`src/design/ttrrs_pkg.sv`:
```
// Types and constants shared by the thread table scheduler.
`default_nettype none
package ttrrs_pkg;

	localparam int THREAD_SLOTS_DEF = 16;

	typedef enum logic [1:0] {
		OP_CREATE = 2'd0,
		OP_YIELD  = 2'd1,
		OP_EXIT   = 2'd2,
		OP_JOIN   = 2'd3
	} op_t;

	typedef enum logic [1:0] {
		ST_UNUSED     = 2'd0,
		ST_RUNNABLE   = 2'd1,
		ST_WAITING    = 2'd2,
		ST_TERMINATED = 2'd3
	} slot_st_t;

	typedef enum logic [1:0] {
		RS_OK   = 2'd0,
		RS_FULL = 2'd1,
		RS_NONE = 2'd2
	} res_st_t;

	typedef enum logic [2:0] {
		SQ_IDLE,
		SQ_CREATE,
		SQ_JOIN_CHK,
		SQ_YIELD,
		SQ_TGT_RD,
		SQ_TGT_CHK,
		SQ_DONE
	} seq_st_t;

	typedef struct packed {
		op_t        operation;
		logic [3:0] target_slot;
	} req_t;

	typedef struct packed {
		res_st_t    status;
		logic [3:0] running_slot;
		logic [3:0] created_slot;
		logic       switched;
	} rsp_t;

	typedef struct packed {
		logic       rd_en;
		logic       wr_en;
		slot_st_t   wr_status;
		logic       wr_jt_en;
		logic [3:0] wr_jt;
	} mem_ctl_t;

endpackage
`default_nettype wire

```
`src/design/thread_table_round_robin_scheduler.sv`:
```
// Top level of the thread table round robin scheduler.
//
// One request channel (req, req_valid, req_stall) carries an operation and a
// join target; one response channel (rsp, rsp_valid, rsp_stall) returns one
// response per request: status, running slot, created slot and switch flag.
// A request is taken only while the sequencer is idle; req_stall is high for
// the whole of an operation.
// Create scans for an unused slot; yield and exit scan for the next runnable
// slot, checking the join target of each waiting slot they meet; join first
// looks up its target, and returns at once when the target is unused,
// terminated or out of range. The slot table has a single read port: the scan
// looks at one slot per cycle, pausing while a waiting slot's target is read.
// The response sits in an output register; the next request is taken while
// it waits. If the receiver stalls and a second response is ready, the
// sequencer holds it and req_stall stays high until the register frees.
// After reset slot 0 is the running thread, every other slot is unused and
// both channels are empty; no clearing pass is needed.
`default_nettype none
module thread_table_round_robin_scheduler #(
	parameter int THREAD_SLOTS = ttrrs_pkg::THREAD_SLOTS_DEF
) (
	input  wire logic            clk,
	input  wire logic            arst_n,
	input  wire logic            req_valid,
	output logic                 req_stall,
	input  wire ttrrs_pkg::req_t req,
	output logic                 rsp_valid,
	input  wire logic            rsp_stall,
	output ttrrs_pkg::rsp_t      rsp
);

	localparam int SW = $clog2(THREAD_SLOTS);

	ttrrs_pkg::mem_ctl_t  ctl;
	ttrrs_pkg::slot_st_t  rd_status;
	ttrrs_pkg::rsp_t      res;
	logic [SW-1:0]        rd_addr;
	logic [SW-1:0]        wr_addr;
	logic [3:0]           rd_jt;
	logic                 rd_vld;
	logic                 ready;
	logic                 done;
	logic                 take;
	logic                 rsp_valid_q;
	ttrrs_pkg::rsp_t      rsp_q;

	assign req_stall = !ready;
	assign take      = !rsp_valid_q || !rsp_stall;
	assign rsp_valid = rsp_valid_q;
	assign rsp       = rsp_q;

	always_ff @(posedge clk or negedge arst_n) begin
		if (!arst_n) begin
			rsp_valid_q <= 1'b0;
		end else if (take) begin
			rsp_valid_q <= done;
		end
	end

	always_ff @(posedge clk) begin
		if (take && done) begin
			rsp_q <= res;
		end
	end

	ttrrs_seq #(
		.THREAD_SLOTS(THREAD_SLOTS)
	) u_seq (
		.clk       (clk),
		.arst_n    (arst_n),
		.req_valid (req_valid),
		.req       (req),
		.ready     (ready),
		.done      (done),
		.take      (take),
		.res       (res),
		.ctl       (ctl),
		.rd_addr   (rd_addr),
		.wr_addr   (wr_addr),
		.rd_vld    (rd_vld),
		.rd_status (rd_status),
		.rd_jt     (rd_jt)
	);

	ttrrs_slot_mem #(
		.THREAD_SLOTS(THREAD_SLOTS)
	) u_slot_mem (
		.clk       (clk),
		.arst_n    (arst_n),
		.ctl       (ctl),
		.rd_addr   (rd_addr),
		.wr_addr   (wr_addr),
		.rd_vld    (rd_vld),
		.rd_status (rd_status),
		.rd_jt     (rd_jt)
	);

endmodule
`default_nettype wire

```
`src/design/ttrrs_slot_mem.sv`:
```
// Slot table: status and join target per slot, one read and one write port.
`default_nettype none
module ttrrs_slot_mem #(
	parameter int THREAD_SLOTS = ttrrs_pkg::THREAD_SLOTS_DEF,
	localparam int SW = $clog2(THREAD_SLOTS)
) (
	input  wire logic                clk,
	input  wire logic                arst_n,
	input  wire ttrrs_pkg::mem_ctl_t ctl,
	input  wire logic [SW-1:0]       rd_addr,
	input  wire logic [SW-1:0]       wr_addr,
	output logic                     rd_vld,
	output ttrrs_pkg::slot_st_t      rd_status,
	output logic [3:0]               rd_jt
);

	ttrrs_pkg::slot_st_t status_mem [THREAD_SLOTS];
	logic [3:0]          jt_mem [THREAD_SLOTS];
	logic [THREAD_SLOTS-1:0] ent_vld_q;

	ttrrs_pkg::slot_st_t status_s1;
	logic                ent_vld_s1;
	logic                addr0_s1;
	logic                rd_vld_s1;

	always_ff @(posedge clk) begin
		if (ctl.wr_en) begin
			status_mem[wr_addr] <= ctl.wr_status;
		end
		if (ctl.wr_jt_en) begin
			jt_mem[wr_addr] <= ctl.wr_jt;
		end
		if (ctl.rd_en) begin
			status_s1 <= status_mem[rd_addr];
			rd_jt     <= jt_mem[rd_addr];
		end
	end

	always_ff @(posedge clk or negedge arst_n) begin
		if (!arst_n) begin
			ent_vld_q  <= '0;
			rd_vld_s1  <= 1'b0;
			ent_vld_s1 <= 1'b0;
			addr0_s1   <= 1'b0;
		end else begin
			rd_vld_s1 <= ctl.rd_en;
			if (ctl.wr_en) begin
				ent_vld_q[wr_addr] <= 1'b1;
			end
			if (ctl.rd_en) begin
				ent_vld_s1 <= ent_vld_q[rd_addr];
				addr0_s1   <= (rd_addr == '0);
			end
		end
	end

	// a status entry not yet written reads as its reset state: slot 0 runnable, others unused
	always_comb begin
		rd_vld = rd_vld_s1;
		if (ent_vld_s1) begin
			rd_status = status_s1;
		end else if (addr0_s1) begin
			rd_status = ttrrs_pkg::ST_RUNNABLE;
		end else begin
			rd_status = ttrrs_pkg::ST_UNUSED;
		end
	end

endmodule
`default_nettype wire

```
`src/design/ttrrs_seq.sv`:
```
// Sequencer: walks the slot table one slot per cycle for create, yield, exit and join, pausing for join target checks.
`default_nettype none
module ttrrs_seq #(
	parameter int THREAD_SLOTS = ttrrs_pkg::THREAD_SLOTS_DEF,
	localparam int SW = $clog2(THREAD_SLOTS),
	localparam int CW = $clog2(THREAD_SLOTS + 1)
) (
	input  wire logic                clk,
	input  wire logic                arst_n,
	input  wire logic                req_valid,
	input  wire ttrrs_pkg::req_t     req,
	output logic                     ready,
	output logic                     done,
	input  wire logic                take,
	output ttrrs_pkg::rsp_t          res,
	output ttrrs_pkg::mem_ctl_t      ctl,
	output logic [SW-1:0]            rd_addr,
	output logic [SW-1:0]            wr_addr,
	input  wire logic                rd_vld,
	input  wire ttrrs_pkg::slot_st_t rd_status,
	input  wire logic [3:0]          rd_jt
);

	ttrrs_pkg::seq_st_t state_q, state_d;
	logic [SW-1:0] cur_q, cur_d;
	logic [SW-1:0] iss_idx_q, iss_idx_d;
	logic [CW-1:0] iss_cnt_q, iss_cnt_d;
	logic [SW-1:0] last_addr_q;
	logic [SW-1:0] wait_idx_q, wait_idx_d;
	logic [3:0]    wait_jt_q, wait_jt_d;
	logic [3:0]    tgt_q, tgt_d;
	ttrrs_pkg::rsp_t res_q, res_d;
	logic          tgt_in_range;
	logic          scan_hit;

	function automatic logic [SW-1:0] nxt(input logic [SW-1:0] x);
		logic [SW-1:0] r;
		if (x == SW'(THREAD_SLOTS - 1)) begin
			r = '0;
		end else begin
			r = x + SW'(1);
		end
		return r;
	endfunction

	function automatic logic [3:0] to_nib(input logic [SW-1:0] x);
		logic [SW+3:0] e;
		e = {4'b0, x};
		return e[3:0];
	endfunction

	function automatic logic [SW-1:0] to_slot(input logic [3:0] t);
		logic [SW+3:0] e;
		e = {{SW{1'b0}}, t};
		return e[SW-1:0];
	endfunction

	assign tgt_in_range = {28'd0, req.target_slot} < 32'(THREAD_SLOTS);
	assign res = res_q;

	always_ff @(posedge clk or negedge arst_n) begin
		if (!arst_n) begin
			state_q <= ttrrs_pkg::SQ_IDLE;
			cur_q   <= '0;
		end else begin
			state_q <= state_d;
			cur_q   <= cur_d;
		end
	end

	always_ff @(posedge clk) begin
		iss_idx_q  <= iss_idx_d;
		iss_cnt_q  <= iss_cnt_d;
		wait_idx_q <= wait_idx_d;
		wait_jt_q  <= wait_jt_d;
		tgt_q      <= tgt_d;
		res_q      <= res_d;
		if (ctl.rd_en) begin
			last_addr_q <= rd_addr;
		end
	end

	always_comb begin
		state_d    = state_q;
		cur_d      = cur_q;
		iss_idx_d  = iss_idx_q;
		iss_cnt_d  = iss_cnt_q;
		wait_idx_d = wait_idx_q;
		wait_jt_d  = wait_jt_q;
		tgt_d      = tgt_q;
		res_d      = res_q;
		ready      = 1'b0;
		done       = 1'b0;
		ctl        = '0;
		rd_addr    = iss_idx_q;
		wr_addr    = cur_q;
		scan_hit   = 1'b0;

		case (state_q)
			ttrrs_pkg::SQ_IDLE: begin
				ready = 1'b1;
				res_d.status       = ttrrs_pkg::RS_OK;
				res_d.running_slot = to_nib(cur_q);
				res_d.created_slot = 4'd0;
				res_d.switched     = 1'b0;
				iss_idx_d = nxt(cur_q);
				iss_cnt_d = '0;
				tgt_d     = req.target_slot;
				if (req_valid) begin
					case (req.operation)
						ttrrs_pkg::OP_CREATE: begin
							iss_idx_d = SW'(1);
							state_d   = ttrrs_pkg::SQ_CREATE;
						end
						ttrrs_pkg::OP_YIELD: begin
							state_d = ttrrs_pkg::SQ_YIELD;
						end
						ttrrs_pkg::OP_EXIT: begin
							ctl.wr_en     = 1'b1;
							ctl.wr_status = ttrrs_pkg::ST_TERMINATED;
							state_d       = ttrrs_pkg::SQ_YIELD;
						end
						ttrrs_pkg::OP_JOIN: begin
							if (tgt_in_range) begin
								ctl.rd_en = 1'b1;
								rd_addr   = to_slot(req.target_slot);
								state_d   = ttrrs_pkg::SQ_JOIN_CHK;
							end else begin
								state_d = ttrrs_pkg::SQ_DONE;
							end
						end
						default: begin
							state_d = ttrrs_pkg::SQ_DONE;
						end
					endcase
				end
			end

			ttrrs_pkg::SQ_CREATE: begin
				if (rd_vld && rd_status == ttrrs_pkg::ST_UNUSED) begin
					ctl.wr_en          = 1'b1;
					ctl.wr_status      = ttrrs_pkg::ST_RUNNABLE;
					ctl.wr_jt_en       = 1'b1;
					ctl.wr_jt          = 4'd0;
					wr_addr            = last_addr_q;
					res_d.created_slot = to_nib(last_addr_q);
					state_d            = ttrrs_pkg::SQ_DONE;
				end else if (iss_cnt_q != CW'(THREAD_SLOTS - 1)) begin
					ctl.rd_en = 1'b1;
					iss_idx_d = nxt(iss_idx_q);
					iss_cnt_d = iss_cnt_q + CW'(1);
				end else if (!rd_vld) begin
					res_d.status = ttrrs_pkg::RS_FULL;
					state_d      = ttrrs_pkg::SQ_DONE;
				end
			end

			ttrrs_pkg::SQ_JOIN_CHK: begin
				if (rd_status == ttrrs_pkg::ST_UNUSED ||
				    rd_status == ttrrs_pkg::ST_TERMINATED) begin
					state_d = ttrrs_pkg::SQ_DONE;
				end else begin
					ctl.wr_en     = 1'b1;
					ctl.wr_status = ttrrs_pkg::ST_WAITING;
					ctl.wr_jt_en  = 1'b1;
					ctl.wr_jt     = tgt_q;
					state_d       = ttrrs_pkg::SQ_YIELD;
				end
			end

			ttrrs_pkg::SQ_YIELD: begin
				if (rd_vld && rd_status == ttrrs_pkg::ST_RUNNABLE) begin
					scan_hit           = 1'b1;
					cur_d              = last_addr_q;
					res_d.running_slot = to_nib(last_addr_q);
					res_d.switched     = (last_addr_q != cur_q);
					state_d            = ttrrs_pkg::SQ_DONE;
				end else if (rd_vld && rd_status == ttrrs_pkg::ST_WAITING) begin
					scan_hit   = 1'b1;
					wait_idx_d = last_addr_q;
					wait_jt_d  = rd_jt;
					state_d    = ttrrs_pkg::SQ_TGT_RD;
				end
				if (!scan_hit) begin
					if (iss_cnt_q != CW'(THREAD_SLOTS)) begin
						ctl.rd_en = 1'b1;
						iss_idx_d = nxt(iss_idx_q);
						iss_cnt_d = iss_cnt_q + CW'(1);
					end else if (!rd_vld) begin
						res_d.status = ttrrs_pkg::RS_NONE;
						state_d      = ttrrs_pkg::SQ_DONE;
					end
				end
			end

			ttrrs_pkg::SQ_TGT_RD: begin
				ctl.rd_en = 1'b1;
				rd_addr   = to_slot(wait_jt_q);
				state_d   = ttrrs_pkg::SQ_TGT_CHK;
			end

			ttrrs_pkg::SQ_TGT_CHK: begin
				if (rd_status == ttrrs_pkg::ST_TERMINATED) begin
					ctl.wr_en          = 1'b1;
					ctl.wr_status      = ttrrs_pkg::ST_RUNNABLE;
					wr_addr            = wait_idx_q;
					cur_d              = wait_idx_q;
					res_d.running_slot = to_nib(wait_idx_q);
					res_d.switched     = (wait_idx_q != cur_q);
					state_d            = ttrrs_pkg::SQ_DONE;
				end else begin
					state_d = ttrrs_pkg::SQ_YIELD;
				end
			end

			ttrrs_pkg::SQ_DONE: begin
				done = 1'b1;
				if (take) begin
					state_d = ttrrs_pkg::SQ_IDLE;
				end
			end

			default: begin
				state_d = ttrrs_pkg::SQ_IDLE;
			end
		endcase
	end

endmodule
`default_nettype wire

```
`config.mk`:
```
export PLATFORM = sky130hd
export DESIGN_NAME = thread_table_round_robin_scheduler
export DESIGN_NICKNAME = d
export VERILOG_FILES = /design/src/design/ttrrs_pkg.sv /design/src/design/thread_table_round_robin_scheduler.sv /design/src/design/ttrrs_slot_mem.sv /design/src/design/ttrrs_seq.sv
export SDC_FILE = /design/constraint.sdc
export NUM_CORES = 1
export LEC_CHECK = 0
export CAP_MARGIN = 20
export CORE_AREA = 2 2 116 118
export CTS_BUF_LIST = sky130_fd_sc_hd__clkbuf_16
export DETAILED_ROUTE_END_ITERATION = 8
export DIE_AREA = 0 0 118 120
export DONT_BUFFER_PORTS = 1
export PLACE_DENSITY = 0.88
export SYNTH_ARGS = -nofsm -noshare
export SYNTH_HDL_FRONTEND = slang
export SYNTH_SLANG_ARGS = --single-unit
```
`constraint.sdc`:
```
create_clock -name clk -period 3.5 [get_ports clk]
set_clock_uncertainty 0.05 [all_clocks]
set_input_delay 0.7 -clock clk [delete_from_list [all_inputs] [get_ports clk]]
set_output_delay 0.7 -clock clk [all_outputs]
set_load 0.1 [all_outputs]
```
==> run_results.csv <==
group,metric,value,unit
run_status,outcome,"complete, no violations",
worst_setup_path,cp-endpoint,"u_slot_mem.jt_mem[3][2]$_DFFE_PP_",
die,start_util,61.0,%
die,core,13000,um2
place,placed_area,8130,um2
sta,worst_pin_slew,0.896,ns
power_and_ir_drop,peakVddDrop,0.000549,V
global_route,grt_antenna_before_repair,0,
sta,finalHoldViolations,0,
routing,drtIter0Drc,724,
place,dp_hpwl,10900,um
global_route,grt_max_degree,36,
cells_and_area,area_growth,10.0,%
die,die_h,120,um
cells_and_area,drive_gt1_share,10.2,%
routing,highest_layer,"met4",
yosys,synth_nets,602,
power_and_ir_drop,p_leak,0.00335,uW
yosys,netlist_area,7920,um2
cts,ctsRootBufferMaster,"clkbuf_16",
min_path,min_path_type,"primary input to async pin",
routing,drc,0,
routing,antenna_left,0,
yosys,synth_top_cells_by_area,"edfxtp_1, mux2i_1, dfrtp_1",
cells_and_area,nFillCells,845,
worst_setup_path,crit_chain,"mux2i_1, inv_1, ha_1, nand3b_1, o22ai_1, o2bb2ai_1, a21oi_1, nand3b_1, nor2_1",
sta,min_period,3.15,ns
sta,max_freq,0.317,GHz
sta,setup_viol,0,
yosys,netlist_instances,583,
power_and_ir_drop,cellPowerDensity,931,nW/um2
cells_and_area,nets,605,
die,fp.dieW,118,um
worst_setup_path,r2r_slack,0.35,ns
cts,numCtsBuffers,17,
worst_setup_path,cp_common_cell,"nand3b_1",
cells_and_area,diodes,0,
routing,dr_wl_met3,1450,um
yosys,yosys.cell_types.count,57,
yosys,avgSynthCellArea,13.6,um2
yosys,synth_largest_area_cell,"edfxtp_1",
cells_and_area,final_area,8720,um2
global_route,grt_first_pass_wirelength,26800,um
cts,cts_setup_buffers,0,
worst_setup_path,endpoint_kind,"flop",
global_route,grt_usage,25.2,%
worst_setup_path,crit_buf_inv,1,
worst_setup_path,cp_max_fo,12,
routing,routedWlPerCell,22.2,um
worst_setup_path,worstRegToRegCells,9,
sta,setup_tns,0,ns
yosys,synth_warnings,0,
worst_setup_path,slowest_delay,0.43,ns
yosys,synth_flop_cell,"edfxtp_1",
cts,cts_resized,0,
yosys,synth_seq_cells,176,
worst_setup_path,cp.depth,9,
worst_setup_path,critical_path_class,"flop to flop",
routing,wl_met2,8600,um
sta,fin_crit_sh,90.1,%
sta,rsz0062_at_grt,"no",
yosys,synth_seq_area_share,65.0,%
global_route,grt_pass1_vias,5018,
cts,max-clock-path-buffers,2,
routing,vias,5092,
yosys,synthArstFlopShare,15.3,%
routing,wl_met1,6460,um
place,routabilityCongestion,0.931,
routing,first_pass_iters,7,
die,rows,42,
yosys,synth_edf_count,149,
worst_setup_path,cp_slowest_cell,"a21oi_1",
job,maxCapViolCount,0,
worst_setup_path,critPathLaunchType,"flop",
worst_setup_path,r2r-start,"u_slot_mem.ent_vld_s1$_DFFE_PN0P_",
cts,cts_htree_levels,4,
global_route,grt-ovfl-total,0,
worst_setup_path,r2r-end,"u_slot_mem.jt_mem[3][2]$_DFFE_PP_",
cts,clock_sinks,176,
die,dieArea,14200,um2
routing,drt_wl_total,17200,um
yosys,synth_top_area_share,56.5,%
worst_setup_path,cp.required,3.54,ns
worst_setup_path,cp-startpoint,"u_slot_mem.ent_vld_s1$_DFFE_PN0P_",
sta,slew_violations,0,
sta,worst_slew_margin_rel,40.4,%
cts,clkLatencyLatePin,0.42,ns
worst_setup_path,path_delay_family,"simple AND/OR/NAND/NOR gates",
cts,cts_tree,"yes",
routing,viasPerCell,6.57,
worst_setup_path,worstPathArrival,3.19,ns
place,port_buffers,0,
cts,clk_pin_slew_worst_paths,0.06,ns
die,io-pin-count,23,
==> layout by cell type, fill, tap and decap left out, drive strengths merged, types with 4 or more instances in the layout <==
master   netlist  layout
ha             9       9
and3           9       9
edfxtp       149     149
nand2         30      30
nand2b         5       5
dfrtp         27      27
o21ai         16      16
or2           23      23
nor2          60      60
clkbuf        17      17
and2          12      12
buf           14      15
a31oi          4       4
nand3b        12      12
o2111ai        6       6
a21oi         19      19
nand3          8       8
mux2           6       6
o211ai         6       6
clkinv         0       8
xor2           6       6
a221o          4       4
mux2i         75      75
inv           13      16
o221ai         6       6
nor3           5       5
o22ai          9       9
==> sequential cells by signal (all words and copies together) (netlist names), 4 cells and up <==
signal,cells
u_seq.tgt_q,4
u_seq.wait_jt_q,4
u_seq.iss_idx_q,4
u_seq.res,11
rsp,11
u_seq.cur_q,4
u_seq.wait_idx_q,4
u_slot_mem.status_mem,32
u_slot_mem.ent_vld_q,16
u_slot_mem.jt_mem,64
u_seq.last_addr_q,4
u_seq.iss_cnt_q,5
u_slot_mem.rd_jt,4
==> layout make-up <==
cell class                 count  area, um2  area share, %
sequential                   176       5150           59.1
inverter                      13       48.8          0.560
timing repair buffer          15        150           1.72
tap                          176        220           2.53
clock inverter                15        144           1.65
multi-input combinational    363       2580           29.6
clock buffer                  17        425           4.88
==> report_power, final <==
part	internal [uW]	switching (uW)	total [uW]
Clock	1040	769	1810
Combinational	1110	1810	2920
Sequential	2840	547	3390
==> kinds of logic after synthesis <==
logic type	Yosys count	share of synthesized area (%)
mux	83	10.9
buf+inv	44	2.65
compound gates	90	8.09
xor+xnor	8	0.884
fa+ha+maj	9	1.42
simple gates	173	11.1
flops	176	65.0
==> how the worst min path moves through the flow <==
stage,slack [ns],cells after the start,from,endpoint
floorplan,0.35,0,arst_n,rsp_valid$_DFFE_PN0P_
global placement,0.35,0,u_slot_mem.rd_jt[1]$_DFFE_PP_,u_seq.wait_jt_q[1]$_DFFE_PP_
detailed placement,0.36,0,arst_n,u_seq.cur_q[2]$_DFFE_PN0P_
CTS,0.04,1,arst_n,u_seq.state_q[2]$_DFFE_PN0P_
global route,0.04,1,arst_n,u_seq.cur_q[2]$_DFFE_PN0P_
finish,0.04,1,arst_n,u_seq.cur_q[3]$_DFFE_PN0P_
==> metal layers <==
metal  GRT usage, %  up-vias
met3           5.75       67
met4           13.0        0
li1               -     2197
met2           42.3      336
met1           30.6     2492
met5              0        -
==> Yosys cell counts (2+ instances only) <==
cell type    n
o22a_1       3
nor2_1      60
o2111ai_1    6
xor2_1       6
nand4b_1     2
a41oi_1      2
edfxtp_1   149
or2_1       21
buf_4        4
a221o_1      4
o221ai_1     6
o21ai_0     13
mux2_2       6
mux2i_1     75
o211ai_1     6
inv_2        2
or3_1        2
and3_1       9
o21ai_1      2
or2_2        2
a32o_1       3
xnor2_1      2
nor2b_1      2
a21oi_1     18
buf_6        3
dfrtp_1     27
and2_1      12
nor3_1       4
inv_1       11
o22ai_1      9
nand3b_1    12
nand2b_1     5
a2bb2o_1     2
nand2_1     30
nand3_1      8
ha_1         9
mux4_2       2
clkbuf_1    17
buf_2        6
a31oi_1      4
==> stage by stage <==
| step | setup WS, ns | util, % | cells | total power, uW | hold slack, ns |
|---|---|---|---|---|---|
| 3_3_place_gp | 0.556 | 62.6 | 742 | 6040 | 0.352 |
| 4_1_cts | 0.433 | 67.1 | 775 | 8060 | 0.0442 |
| 6_report | 0.346 | 67.1 | 775 | 8120 | 0.0412 |
| 2_1_floorplan | 0.941 | - | 583 | 5490 | 0.350 |
| 5_1_grt | 0.107 | 67.1 | 775 | 8420 | 0.0407 |
| 3_5_place_dp | 0.440 | 62.6 | 742 | 6190 | 0.356 |
==> what timing repair did <==
item / CTS / global route
hold endpoints to repair: 27 / 0
hold buffers: 1 / 0
endpoints found under the setup margin: 0 / 0
Power figures use the tool's default switching activity.
